===== src/hw/rtl/dppf_pkg.sv =====
`default_nettype none

package dppf_pkg;

  // Request codes carried in the low bits of in_tdata
  typedef enum logic [2:0] {
    REQ_TICK      = 3'd0,
    REQ_WAKE      = 3'd1,
    REQ_DIM       = 3'd2,
    REQ_OFF       = 3'd3,
    REQ_SLEEP_EN  = 3'd4,
    REQ_SLEEP_DIS = 3'd5
  } req_t;

  typedef enum logic [1:0] {
    MODE_ACTIVE = 2'd0,
    MODE_DIMMED = 2'd1,
    MODE_OFF    = 2'd2,
    MODE_SLEEP  = 2'd3
  } mode_t;

  // Configuration register indexes
  localparam int CFG_IDX_W = 3;
  localparam int CFG_DATA_W = 24;
  localparam logic [CFG_IDX_W-1:0] CFG_ACTIVE_LEVEL = 3'd0;
  localparam logic [CFG_IDX_W-1:0] CFG_DIMMED_LEVEL = 3'd1;
  localparam logic [CFG_IDX_W-1:0] CFG_OFF_LEVEL    = 3'd2;
  localparam logic [CFG_IDX_W-1:0] CFG_DIM_TIMEOUT  = 3'd3;
  localparam logic [CFG_IDX_W-1:0] CFG_OFF_TIMEOUT  = 3'd4;

  localparam logic [7:0]  ACTIVE_LEVEL_RST = 8'd255;
  localparam logic [7:0]  DIMMED_LEVEL_RST = 8'd50;
  localparam logic [7:0]  OFF_LEVEL_RST    = 8'd0;
  localparam logic [23:0] DIM_TIMEOUT_RST  = 24'd45000;
  localparam logic [23:0] OFF_TIMEOUT_RST  = 24'd300000;

  localparam int IDLE_W   = 25;
  localparam int FSTEP_W  = 4;
  localparam int SPULSE_W = 11;

  localparam logic [FSTEP_W-1:0] FADE_FAST_MS      = 4'd5;
  localparam logic [FSTEP_W-1:0] FADE_SLOW_MS      = 4'd10;
  localparam logic [IDLE_W-1:0]  MANUAL_DIM_EXTRA  = 25'd1000;

  localparam int FADE_STEP_DEF    = 5;
  localparam int SLEEP_GAP_MS_DEF = 1000;

  localparam int IN_DATA_W  = 8;
  localparam int OUT_DATA_W = 16;

  typedef struct packed {
    logic [7:0]  active_level;
    logic [7:0]  dimmed_level;
    logic [7:0]  off_level;
    logic [23:0] dim_timeout_ms;
    logic [23:0] off_timeout_ms;
  } cfg_t;

  typedef struct packed {
    logic       sleep_pulse;
    logic       fading;
    mode_t      mode;
    logic       brightness_written;
    logic [7:0] brightness;
  } res_t;

endpackage

`default_nettype wire


===== src/hw/rtl/dppf_core.sv =====
`default_nettype none

module dppf_core #(
  parameter int FADE_STEP    = dppf_pkg::FADE_STEP_DEF,
  parameter int SLEEP_GAP_MS = dppf_pkg::SLEEP_GAP_MS_DEF
) (
  input  wire logic           clk,
  input  wire logic           rst_n,
  input  wire logic           en,
  input  wire dppf_pkg::req_t req,
  input  wire logic           presence,
  input  wire dppf_pkg::cfg_t cfg,
  output dppf_pkg::res_t      res_nxt
);

  localparam int SUM_W = $clog2(256 + FADE_STEP);
  localparam logic [SUM_W-1:0] STEP_W = SUM_W'(FADE_STEP);
  localparam logic [dppf_pkg::SPULSE_W-1:0] GAP = dppf_pkg::SPULSE_W'(SLEEP_GAP_MS);

  typedef struct packed {
    logic [7:0] goal;
    logic       busy;
    logic       slow;
  } fade_t;

  function automatic fade_t start_fade(input logic [7:0] now, input logic [7:0] goal);
    fade_t f;
    f.goal = goal;
    f.busy = (now != goal);
    f.slow = (goal < now);
    return f;
  endfunction

  dppf_pkg::mode_t                mode_r, mode_nxt;
  logic [dppf_pkg::IDLE_W-1:0]    idle_r, idle_nxt, idle_inc;
  logic [7:0]                     now_r, now_nxt, goal_r, goal_nxt;
  logic                           busy_r, busy_nxt, slow_r, slow_nxt;
  logic [dppf_pkg::FSTEP_W-1:0]   sfs_r, sfs_nxt, sfs_inc;
  logic [dppf_pkg::SPULSE_W-1:0]  ssp_r, ssp_nxt, ssp_inc;
  logic                           sen_r, sen_nxt;

  logic                           step_due;
  logic [7:0]                     step_level, lvl_base;
  logic [SUM_W-1:0]               cur_w, goal_w, up_w;
  logic                           written, pulse;
  fade_t                          fd;

  assign idle_inc = (&idle_r) ? idle_r : idle_r + 1'b1;
  assign sfs_inc  = (&sfs_r) ? sfs_r : sfs_r + 1'b1;
  assign ssp_inc  = (&ssp_r) ? ssp_r : ssp_r + 1'b1;

  // one fade step, clamped at the goal
  assign cur_w  = SUM_W'(now_r);
  assign goal_w = SUM_W'(goal_r);
  assign up_w   = cur_w + STEP_W;
  assign step_due = busy_r &&
                    (sfs_inc >= (slow_r ? dppf_pkg::FADE_SLOW_MS : dppf_pkg::FADE_FAST_MS));

  always_comb begin
    if (now_r < goal_r) begin
      step_level = (up_w > goal_w) ? goal_r : up_w[7:0];
    end else begin
      step_level = (cur_w >= goal_w + STEP_W) ? 8'(cur_w - STEP_W) : goal_r;
    end
  end

  // a new fade starts from the level left after this tick's step
  assign lvl_base = (req == dppf_pkg::REQ_TICK && step_due) ? step_level : now_r;

  always_comb begin
    mode_nxt = mode_r;
    idle_nxt = idle_r;
    now_nxt  = now_r;
    goal_nxt = goal_r;
    busy_nxt = busy_r;
    slow_nxt = slow_r;
    sfs_nxt  = sfs_r;
    ssp_nxt  = ssp_r;
    sen_nxt  = sen_r;
    written  = 1'b0;
    pulse    = 1'b0;
    fd       = start_fade(lvl_base, goal_r);

    case (req)
      dppf_pkg::REQ_TICK: begin
        idle_nxt = idle_inc;
        sfs_nxt  = sfs_inc;
        ssp_nxt  = ssp_inc;
        if (step_due) begin
          sfs_nxt  = '0;
          now_nxt  = step_level;
          busy_nxt = (step_level != goal_r);
          written  = 1'b1;
        end
        if (presence) begin
          idle_nxt = '0;
          if (mode_r != dppf_pkg::MODE_ACTIVE) begin
            fd       = start_fade(lvl_base, cfg.active_level);
            goal_nxt = fd.goal;
            busy_nxt = fd.busy;
            slow_nxt = fd.slow;
            sfs_nxt  = '0;
            mode_nxt = dppf_pkg::MODE_ACTIVE;
          end
        end else begin
          case (mode_r)
            dppf_pkg::MODE_ACTIVE: begin
              if (idle_inc > {1'b0, cfg.dim_timeout_ms}) begin
                fd       = start_fade(lvl_base, cfg.dimmed_level);
                goal_nxt = fd.goal;
                busy_nxt = fd.busy;
                slow_nxt = fd.slow;
                sfs_nxt  = '0;
                mode_nxt = dppf_pkg::MODE_DIMMED;
              end
            end
            dppf_pkg::MODE_DIMMED: begin
              if (sen_r && idle_inc > {1'b0, cfg.off_timeout_ms}) begin
                fd       = start_fade(lvl_base, cfg.off_level);
                goal_nxt = fd.goal;
                busy_nxt = fd.busy;
                slow_nxt = fd.slow;
                sfs_nxt  = '0;
                mode_nxt = dppf_pkg::MODE_SLEEP;
              end
            end
            dppf_pkg::MODE_SLEEP: begin
              if (!busy_nxt && ssp_inc > GAP) begin
                ssp_nxt = '0;
                pulse   = 1'b1;
              end
            end
            default: begin
            end
          endcase
        end
      end
      dppf_pkg::REQ_WAKE: begin
        idle_nxt = '0;
        if (mode_r != dppf_pkg::MODE_ACTIVE) begin
          fd       = start_fade(now_r, cfg.active_level);
          goal_nxt = fd.goal;
          busy_nxt = fd.busy;
          slow_nxt = fd.slow;
          sfs_nxt  = '0;
          mode_nxt = dppf_pkg::MODE_ACTIVE;
        end
      end
      dppf_pkg::REQ_DIM: begin
        fd       = start_fade(now_r, cfg.dimmed_level);
        goal_nxt = fd.goal;
        busy_nxt = fd.busy;
        slow_nxt = fd.slow;
        sfs_nxt  = '0;
        mode_nxt = dppf_pkg::MODE_DIMMED;
        idle_nxt = {1'b0, cfg.dim_timeout_ms} + dppf_pkg::MANUAL_DIM_EXTRA;
      end
      dppf_pkg::REQ_OFF: begin
        fd       = start_fade(now_r, cfg.off_level);
        goal_nxt = fd.goal;
        busy_nxt = fd.busy;
        slow_nxt = fd.slow;
        sfs_nxt  = '0;
        mode_nxt = dppf_pkg::MODE_OFF;
      end
      dppf_pkg::REQ_SLEEP_EN: begin
        sen_nxt = 1'b1;
      end
      dppf_pkg::REQ_SLEEP_DIS: begin
        sen_nxt = 1'b0;
        if (mode_r == dppf_pkg::MODE_SLEEP) begin
          mode_nxt = dppf_pkg::MODE_OFF;
        end
      end
      default: begin
      end
    endcase
  end

  always_comb begin
    res_nxt.brightness         = now_nxt;
    res_nxt.brightness_written = written;
    res_nxt.mode               = mode_nxt;
    res_nxt.fading             = busy_nxt;
    res_nxt.sleep_pulse        = pulse;
  end

  always_ff @(posedge clk) begin
    if (!rst_n) begin
      mode_r <= dppf_pkg::MODE_ACTIVE;
      idle_r <= '0;
      now_r  <= dppf_pkg::ACTIVE_LEVEL_RST;
      goal_r <= dppf_pkg::ACTIVE_LEVEL_RST;
      busy_r <= 1'b0;
      slow_r <= 1'b0;
      sfs_r  <= '0;
      ssp_r  <= '0;
      sen_r  <= 1'b1;
    end else if (en) begin
      mode_r <= mode_nxt;
      idle_r <= idle_nxt;
      now_r  <= now_nxt;
      goal_r <= goal_nxt;
      busy_r <= busy_nxt;
      slow_r <= slow_nxt;
      sfs_r  <= sfs_nxt;
      ssp_r  <= ssp_nxt;
      sen_r  <= sen_nxt;
    end
  end

  // not fading means the level sits on its goal
  a_idle_on_goal: assert property (@(posedge clk) disable iff (!rst_n)
    !busy_r |-> (now_r == goal_r))
    else $error("fade idle but level differs from goal");

  // a reported step really moves the level
  a_step_moves: assert property (@(posedge clk) disable iff (!rst_n)
    (en && written) |=> (now_r != $past(now_r)))
    else $error("fade step left level unchanged");

  a_sleep_needs_enable: assert property (@(posedge clk) disable iff (!rst_n)
    (mode_r == dppf_pkg::MODE_SLEEP) |-> sen_r)
    else $error("sleeping while sleep disabled");

endmodule

`default_nettype wire


===== src/hw/rtl/display_presence_power_fsm_top.sv =====
// Presence-driven backlight controller.
// Input stream: one transfer per item, either a 1 ms tick with a presence
// flag or a command (wake, manual dim, manual off, sleep enable/disable).
// Output stream: one result transfer per input item carrying brightness,
// a fade-step flag, the mode, the fading flag and a sleep request pulse.
// Items pass an input register and then a result register before
// out_tvalid rises. One item per cycle is sustained while the receiver
// keeps out_tready high, since the whole state update is a single pass
// of compares and small adds.
// When the receiver stalls, the result register holds and the input
// register still takes one more item; after that in_tready drops until the
// result is taken.
// Configuration: cfg_we writes register cfg_idx (0 active_level, 1
// dimmed_level, 2 off_level, 3 dim_timeout_ms, 4 off_timeout_ms) from
// cfg_wdata; write only while no item is in flight.
// Reset (rst_n low, synchronous) restores the register defaults, mode
// active at full brightness with sleep enabled, and empties both stages.
`default_nettype none

module display_presence_power_fsm_top #(
  parameter int FADE_STEP    = dppf_pkg::FADE_STEP_DEF,
  parameter int SLEEP_GAP_MS = dppf_pkg::SLEEP_GAP_MS_DEF
) (
  input  wire logic                             clk,
  input  wire logic                             rst_n,
  input  wire logic                             in_tvalid,
  output logic                                  in_tready,
  // [2:0] req_type, [3] presence, [7:4] zero
  input  wire logic [dppf_pkg::IN_DATA_W-1:0]   in_tdata,
  output logic                                  out_tvalid,
  input  wire logic                             out_tready,
  // [7:0] brightness, [8] brightness_written, [10:9] mode, [11] fading,
  // [12] sleep_pulse, [15:13] zero
  output logic [dppf_pkg::OUT_DATA_W-1:0]       out_tdata,
  input  wire logic                             cfg_we,
  input  wire logic [dppf_pkg::CFG_IDX_W-1:0]   cfg_idx,
  input  wire logic [dppf_pkg::CFG_DATA_W-1:0]  cfg_wdata
);

  dppf_pkg::cfg_t  cfg_r;
  logic            in_v_r;
  dppf_pkg::req_t  in_req_r;
  logic            in_pres_r;
  logic            out_v_r;
  dppf_pkg::res_t  out_res_r;
  dppf_pkg::res_t  res_nxt;
  logic            adv, en;

  assign adv       = !out_v_r || out_tready;
  assign en        = in_v_r && adv;
  assign in_tready = !in_v_r || adv;

  always_ff @(posedge clk) begin
    if (!rst_n) begin
      cfg_r.active_level   <= dppf_pkg::ACTIVE_LEVEL_RST;
      cfg_r.dimmed_level   <= dppf_pkg::DIMMED_LEVEL_RST;
      cfg_r.off_level      <= dppf_pkg::OFF_LEVEL_RST;
      cfg_r.dim_timeout_ms <= dppf_pkg::DIM_TIMEOUT_RST;
      cfg_r.off_timeout_ms <= dppf_pkg::OFF_TIMEOUT_RST;
    end else if (cfg_we) begin
      case (cfg_idx)
        dppf_pkg::CFG_ACTIVE_LEVEL: cfg_r.active_level   <= cfg_wdata[7:0];
        dppf_pkg::CFG_DIMMED_LEVEL: cfg_r.dimmed_level   <= cfg_wdata[7:0];
        dppf_pkg::CFG_OFF_LEVEL:    cfg_r.off_level      <= cfg_wdata[7:0];
        dppf_pkg::CFG_DIM_TIMEOUT:  cfg_r.dim_timeout_ms <= cfg_wdata;
        dppf_pkg::CFG_OFF_TIMEOUT:  cfg_r.off_timeout_ms <= cfg_wdata;
        default: begin
        end
      endcase
    end
  end

  always_ff @(posedge clk) begin
    if (!rst_n) begin
      in_v_r <= 1'b0;
    end else if (in_tready) begin
      in_v_r <= in_tvalid;
    end
  end

  always_ff @(posedge clk) begin
    if (in_tvalid && in_tready) begin
      in_req_r  <= dppf_pkg::req_t'(in_tdata[2:0]);
      in_pres_r <= in_tdata[3];
    end
  end

  always_ff @(posedge clk) begin
    if (!rst_n) begin
      out_v_r <= 1'b0;
    end else if (adv) begin
      out_v_r <= in_v_r;
    end
  end

  always_ff @(posedge clk) begin
    if (en) begin
      out_res_r <= res_nxt;
    end
  end

  dppf_core #(
    .FADE_STEP    (FADE_STEP),
    .SLEEP_GAP_MS (SLEEP_GAP_MS)
  ) u_core (
    .clk      (clk),
    .rst_n    (rst_n),
    .en       (en),
    .req      (in_req_r),
    .presence (in_pres_r),
    .cfg      (cfg_r),
    .res_nxt  (res_nxt)
  );

  assign out_tvalid = out_v_r;
  assign out_tdata  = {3'b000, out_res_r};

  // sleep requests only ever leave in sleeping mode
  a_pulse_in_sleep: assert property (@(posedge clk) disable iff (!rst_n)
    (out_v_r && out_res_r.sleep_pulse) |-> (out_res_r.mode == dppf_pkg::MODE_SLEEP))
    else $error("sleep pulse outside sleeping mode");

  // a stalled result stays put
  a_out_hold: assert property (@(posedge clk) disable iff (!rst_n)
    (out_v_r && !out_tready) |=> (out_v_r && $stable(out_res_r)))
    else $error("result changed while stalled");

  a_ready_when_empty: assert property (@(posedge clk) disable iff (!rst_n)
    !out_v_r |-> in_tready)
    else $error("input blocked with empty result stage");

endmodule

`default_nettype wire


===== config.mk =====
export PLATFORM = sky130hd
export DESIGN_NAME = display_presence_power_fsm_top
export DESIGN_NICKNAME = d
export VERILOG_FILES = /design/src/hw/rtl/dppf_pkg.sv /design/src/hw/rtl/dppf_core.sv /design/src/hw/rtl/display_presence_power_fsm_top.sv
export SDC_FILE = /design/constraint.sdc
export NUM_CORES = 1
export LEC_CHECK = 0
export ABC_CLOCK_PERIOD_IN_PS = 6110
export BUFFER_PORTS_ARGS = -buffer_cell sky130_fd_sc_hd__buf_4
export CORE_UTILIZATION = 35
export DETAILED_ROUTE_END_ITERATION = 10
export PLACE_DENSITY = 0.49
export SLEW_MARGIN = 20
export SYNTH_ARGS = -nofsm -noshare
export SYNTH_HDL_FRONTEND = slang
export SYNTH_HIERARCHICAL = 1
export SYNTH_SLANG_ARGS = --single-unit
export TNS_END_PERCENT = 5

===== constraint.sdc =====
create_clock -name clk -period 6.11 [get_ports clk]
set_input_delay 0.3055 -clock clk [delete_from_list [all_inputs] [get_ports clk]]
set_output_delay 0.3055 -clock clk [all_outputs]
set_load 0.02 [all_outputs]

==> results.md, run 1 <==
- Worst Tran Pin Value: 905.4 ps
- Setup Skew: 13.50 ps
- Dpl ws: ~270 ps
- Global-route usage over all layers: 0.2097
- NetSw: 0.8051 mW
- RSZ-0062 raised after global routing: no
- 1st-iter DRT viols: roughly 720
- Crit path largest cell delay: 480 ps
- Post-route ant nets: 0
- Skew-Pair Late Insertion Delay: 430 ps
- CP cell instances: a21oi_2 > nor2_1 > xnor2_1 > inv_1 > ha_1 > and4_1 > a21boi_0 > o41a_1 > nor3_1 > buf_4 > nor2_1 > buf_4 > a211oi_1 > a21oi_1 > inv_1 > ha_1 > nand4_1 > o311ai_1 > a21oi_1 > a311oi_1 > or3b_2 > a21o_1
- Worst r2r src: u_core/now_r[2]
- Count of flip-flops with a built-in enable after synthesis: 17
- Avg Inst Size Synth: between 8 and 9 sq um
- Drt first pass iters: 5
- Post-DP Area: 12750 sq um
- Fin crit share: 0.9425
- Xor and xnor area share after synthesis: 0.04580
- Site Rows: 67
- Synth Flop Type: dfxtp_1
- Initial Utilization: 0.3544
- Worst Hold Class: input port to flop
- PD cells: 200.3 nW/um^2
- Final hold vios: 0
- Drt drc: 0
- Placeable Area: 33450 sq um
- CTS sink count: 152
- Clock H-tree levels: 4
- Tmin final: 5759 ps
- CP max stage cell: or3b_2
- Yosys warning count: 6
- Vias in the first global route: 9993
- Fin Hold WS: approximately 58 ps
- CTS tree: done
- Seq pwr share: 0.403
- Clock power share: 0.397
- Via Count: 10310
- Number of I/O pins: slightly below 60
- Max-slew violation count: 0
- Longest Clk Path Bufs: 2
- Total Routed Length: 35220 microns
- Synth Cell Area: 11860 sq um
- VDD IR max: 0.1339 mV
- GRT overflow: 0
- Die ar.: 34610 sq um
- Comb pwr share: 0.200
- CTS root buf: clkbuf_16
- Antenna fix cells: 0
- Critical path type: flop to flop
- Register-to-register setup slack: 350 ps
- Post-Synthesis Cells: ~1400
- Max-cap violations: 0
- Layout cells sized above 1: 0.1079
- Post-synthesis compound-gate area fraction: 0.1815
- Area leader, netlist: dfxtp_1
- Main combinational cell family by area after synthesis: simple AND/OR/NAND/NOR gates
- Hold endpoint: in_req_r[0]
- Num CTS Buffers: 17
- Data required time of the critical path: 6300 ps
- Min-Delay Path Depth: 1
- Routed wire per std cell: about 18 microns
- FF-to-FF path depth: 22
- Synth-to-Final Area Change: 12.50%
- Register area share after synthesis: 0.2710
- Final WS setup: 351.2 ps
- Fraction of registers with async set/reset: 0
- Utilization after layout: 0.3987
- Worst relative slew slack: 0.3942
- Switching Fraction: 0.3014
- Yosys cell types: approximately 90
- R2r endpoint: out_tdata[11]
- Port buffer count: 50
- Internal: around 1.9 mW
- CP Capture Type: flop
- Adder-Cell Fraction of Synth Area: 0.1391
- Setup TNS: 0 ps
- Outcome: finished, final reports clean
- Worst-path fanout max: 12
- Post-synth top area share: 0.2280
- Multiplexer share of the synthesized area: 0.08844
- CP arrival: 5950 ps
- Setup Viol. Count Final: 0
- First-pass GRT wire length: approximately 56000 microns
- LEAKAGE: 5.556 nW
- Simple logic cell fraction of the synthesized area: 0.2168
- Finished Cell Area: between 10000 and 15000 sq um
- Via density: 5.364
- HPWL Detailed: 26820 microns
- Die W: 186.0 microns
- Chip height: 186.0 microns
- Largest net degree at the start of global routing: 77
- RePlAce Congestion: about 0.90
- Fin nets: 1632
- Initial antenna violation count: 0
- Hold wc startpoint: in_tdata[0]
- Top cells by area, synth: dfxtp_1, ha_1, mux2i_1, nand2_1, edfxtp_1
- Setup crit start kind: flop
- Setup Buffers After CTS: 0
- Clk slew on worst S/H paths: 70 ps
- Flops & latches, synth: about 150
- Fmax: about 0.17 GHz
critical path, delay by kind of cell (launching register included):
family | cells | cell delay (ps)
XOR/XNOR | 1 | 340
adder cells (fa/ha/maj) | 2 | 640
AND/OR/NAND/NOR | 6 | 1170
flip-flops | 1 | 440
buffers and inverters | 4 | 640
AO/OA/AOI/OAI | 9 | 2260
final cells by class:
type | instances | area, sq um
flip-flops and latches | 152 | 3213
clock buffers | 17 | 425.4
well taps | 448 | 560.5
repair buffers | 87 | 653.1
multi-input cells | 1113 | 7998
clock inverters | 15 | 148.9
inverters | 90 | 337.8
fillers | 3442 | 20110
metal layers:
layer / routed length (microns) / track usage
met5: 0 / 0
met4: 626 / 0.06295
met3: 774 / 0.02328
met2: 17680 / 0.3819
met1: 16140 / 0.2563
layout by cell type (no fill, tap or decap), drive strengths merged, types with 9 or more instances in the layout:
cell type	n
a211oi	15
a21boi	11
a21o	12
a21oi	55
a221oi	10
a22oi	20
a31oi	11
and2	12
and3	9
buf	87
clkbuf	17
clkinv	9
dfxtp	135
edfxtp	17
ha	131
inv	92
mux2	14
mux2i	89
nand2	152
nand2b	13
nand3	35
nand4	34
nor2	87
nor2b	74
nor3	29
nor4	10
o211ai	19
o21a	23
o21ai	68
o22ai	10
xnor2	50
xor2	12
sequential cells by signal, summed over array words and instances, names as in the netlist:
register	count
u_core/sen_r	1
in_pres_r	1
out_tdata	13
u_core/now_r	8
in_req_r	3
u_core/goal_r	8
in_v_r	1
u_core/idle_r	25
u_core/ssp_r	11
u_core/mode_r	2
u_core/busy_r	1
u_core/slow_r	1
u_core/sfs_r	4
out_tvalid	1
cfg_r	72
synthesized netlist by cell type, drive strengths merged, types with 12 or more instances:
| cell type | number |
|---|---|
| nand3 | 35 |
| clkbuf | 45 |
| o21ai | 68 |
| buf | 29 |
| o21a | 23 |
| a211oi | 15 |
| a21o | 12 |
| a21oi | 55 |
| o211ai | 19 |
| mux2 | 14 |
| nor3 | 29 |
| xor2 | 12 |
| nand2 | 152 |
| nor2b | 74 |
| nand2b | 13 |
| mux2i | 89 |
| edfxtp | 17 |
| xnor2 | 50 |
| and2 | 12 |
| a22oi | 20 |
| inv | 88 |
| nor2 | 87 |
| dfxtp | 135 |
| ha | 131 |
| nand4 | 34 |
power groups by stage:
stage	sequential, mW	combinational, mW	clock [mW]
detailed placement	1.10	0.530	0
global placement	1.10	0.524	0
CTS	1.08	0.533	1.09
floorplan	1.09	0.374	0
global route	1.08	0.596	1.13
finish	1.08	0.535	1.06
worst max-delay path by stage:
| stage | start | slack [ps] | to | cells after the start |
|---|---|---|---|---|
| 2_1_floorplan | u_core/now_r[0] | 920 | out_tdata[11] | 23 |
| 3_3_place_gp | u_core/now_r[0] | 360 | out_tdata[11] | 20 |
| 3_5_place_dp | u_core/now_r[0] | 270 | out_tdata[11] | 20 |
| 4_1_cts | u_core/now_r[0] | 230 | out_tdata[11] | 20 |
| 5_1_grt | u_core/now_r[2] | 4 | out_tdata[11] | 22 |
| 6_report | u_core/now_r[2] | 350 | out_tdata[11] | 22 |
per-stage QoR:
stage / instances / power, mW
floorplan: 1429 / 1.461
global placement: 1890 / 1.623
detailed placement: 1890 / 1.628
CTS: 1922 / 2.702
global route: 1922 / 2.810
finish: 1922 / 2.672
logic make-up (layout without fill, tap and decap cells):
family                   Yosys count  after routing
multiplexers                     103            103
other                              1              3
buffers and inverters            164            209
adder cells (fa/ha/maj)          132            132
AO/OA/AOI/OAI                    313            313
flip-flops                       152            152
XOR/XNOR                          62             62
AND/OR/NAND/NOR                  500            500
repair_timing:
action | 4_1_cts | 5_1_grt
endpoints found under the setup margin | 0 | 1
hold buffers | 0 | 0
resized for setup | 0 | 3
Power figures use the tool's default switching activity.
==> run 2, diff against run 1 <==
--- a/config.mk
+++ b/config.mk
@@ -7,9 +7,9 @@
 export LEC_CHECK = 0
 export ABC_CLOCK_PERIOD_IN_PS = 6110
 export BUFFER_PORTS_ARGS = -buffer_cell sky130_fd_sc_hd__buf_4
-export CORE_UTILIZATION = 35
+export CORE_UTILIZATION = 37
 export DETAILED_ROUTE_END_ITERATION = 10
-export PLACE_DENSITY = 0.49
+export PLACE_DENSITY = 0.52
 export SLEW_MARGIN = 20
 export SYNTH_ARGS = -nofsm -noshare
 export SYNTH_HDL_FRONTEND = slang
==> run 2 against run 1 <==
Against the previous run:
- maximum frequency rose by 3.1%
- hold slack improved by 7.3 ps
- via count rose by 0.20%
- global-route usage rose by 0.43 points
- sequential power barely moved
- clock power fell by 4%
- non-clock buffer count did not move
- highest routed layer unchanged
==> results.md, run 2 (synthesized netlist as in run 1, its figures left out) <==
- Via Count: approximately 10000
- Setup Viol. Count Final: 0
- Layout cells sized above 1: 0.1073
- Outcome: finished, final reports clean
- Most common cell after layout, fill and taps aside: nand2_1
- RePlAce Congestion: 0.8674
- Drt drc: 0
- Multi-input gate area: 7988 sq um
- LEAKAGE: 5.530 nW
- Final WS setup: roughly 520 ps
- RSZ-0062 raised after global routing: no
- Worst Tran Pin Value: approximately 960 ps
- Setup TNS: 0 ps
- Fmax: 0.1791 GHz
- Max-slew violation count: 0
- Via density: between 5 and 6
- Vias in the first global route: 10110
- Most frequent cells in the layout: nand2_1, dfxtp_1, ha_1
- Synth-to-Final Area Change: 11.73%
- Max-cap violations: 0
- Initial Utilization: 0.3757
- GRT overflow: 0
- Final hold vios: 0
- Die W: 181 microns
- Register-to-register setup slack: 520 ps
- Die ar.: 32760 sq um
- CTS root buf: clkbuf_16
- FF-to-FF path depth: 22
- Min-Delay Path Depth: 1
- Post-DP Area: 12690 sq um
- Clk slew on worst S/H paths: ~70 ps
- Setup Buffers After CTS: 0
- Post-route ant nets: 0
- R2r endpoint: out_tdata[11]
- Fill cells: 3218
- Antenna fix cells: 0
- Tmin final: 5585 ps
- CTS tree: done
- Top reg by flops: cfg_r
- Number of I/O pins: 58
- CP Capture Type: flop
- Num CTS Buffers: 17
- Port buffer count: 50
- Setup crit start kind: flop
- Worst r2r src: u_core/now_r[2]
- Worst Setup SP: u_core/now_r[2]
- 1st-iter DRT viols: 505
- Critical path type: flop to flop
- HPWL Detailed: 26580 microns
- Data required time of the critical path: around 6300 ps
- CTS sink count: between 150 and 200
- Register area: 3213 sq um
- Worst-path fanout max: 12
- Global-route usage over all layers: 0.2140
- Drt first pass iters: 5
- Fin nets: between 1500 and 2000
- Setup Skew: 15.33 ps
- Placeable Area: around 32000 sq um
- Fin crit share: 0.9141
- Skew-Pair Late Insertion Delay: 430 ps
- Worst Hold Class: input port to flop
- CP arrival: 5760 ps
- Worst relative slew slack: 0.3588
- PD cells: 198.0 nW/um^2
- Largest net degree at the start of global routing: 75
- Site Rows: 65
- VDD IR max: 0.1245 mV
- Routed wire per std cell: 18.47 microns
- Longest Clk Path Bufs: 2
- Flip-flop count of the largest register after layout: 72
- Hold wc startpoint: in_tdata[3]
- Clock H-tree levels: 4
- Initial antenna violation count: 0
- Total Routed Length: 34630 microns
- First-pass GRT wire length: 55320 microns
- Dpl ws: 371.9 ps
- Chip height: 181 microns
- Finished Cell Area: 13250 sq um
- Hold endpoint: in_pres_r
## run 2: cell count changes in the layout (fill, tap and decap cells not counted), moves of 2 or more
cell	change
bufinv_16	-2
clkbuf_1	+3
clkbuf_8	+2
clkinv_1	-3
clkinv_4	-2
clkinvlp_4	+2
## run 2: worst max path at each step
stage	end	slack [ps]	cells after the start
final	out_tdata[11]	520	22
after detailed placement	out_tdata[11]	370	21
after floorplan	out_tdata[11]	920	23
after global placement	out_tdata[11]	410	22
after global routing	out_tdata[11]	90	22
after CTS	out_tdata[11]	360	21
## run 2: layout make-up
type / count / area share
Inverter: 90 / 0.02551
Timing Repair Buffer: 87 / 0.04931
Sequential cell: 152 / 0.2426
Multi-Input combinational cell: 1113 / 0.6031
Tap cell: 402 / 0.03797
Clock buffer: 23 / 0.03694
Clock inverter: 8 / 0.004629
## run 2: where the power goes
group	switching (mW)	internal [mW]
Sequential	0.0386	1.04
Combinational	0.304	0.225
Clock	0.449	0.567
Total	0.792	1.83
## run 2: worst max-delay path: stages (launching register included)
cell and delay (ps):
dfxtp_1 440, a21oi_2 310, nor2_1 90, xnor2_1 340, inv_1 80, ha_1 290
and4_1 200, a31oi_1 180, o41a_1 310, nor3_1 80, buf_4 190, nor2_1 230
buf_4 190, nand2_1 50, a31oi_1 290, inv_1 170, ha_1 330, nand4_1 130
o311ai_1 380, a21oi_1 110, a311oi_1 260, or3b_2 470, a21o_1 200
## run 2: metal layers
metal | vias to the layer above | share of wire | track usage
met3 | 49 | 0.028 | 0.02802
met4 | 0 | 0.026 | 0.07492
met2 | 171 | 0.50 | 0.3796
met5 | - | 0 | 0
met1 | 4905 | 0.45 | 0.2644
li1 | 5205 | - | -
## run 2: metrics by stage
stage               utilization  cells  power [mW]  hold WS, ps
finish                   0.4197   1875       2.623        65.33
global route             0.4197   1875       2.756        40.45
CTS                      0.4197   1875       2.650        49.46
detailed placement       0.4023   1844       1.626        452.3
global placement         0.4023   1844       1.621        444.2
floorplan                     -   1429       1.461        404.4
## run 2: what timing repair did
item / CTS / global route
resized for setup: 0 / 1
hold buffers: 0 / 0
endpoints found under the setup margin: 0 / 1
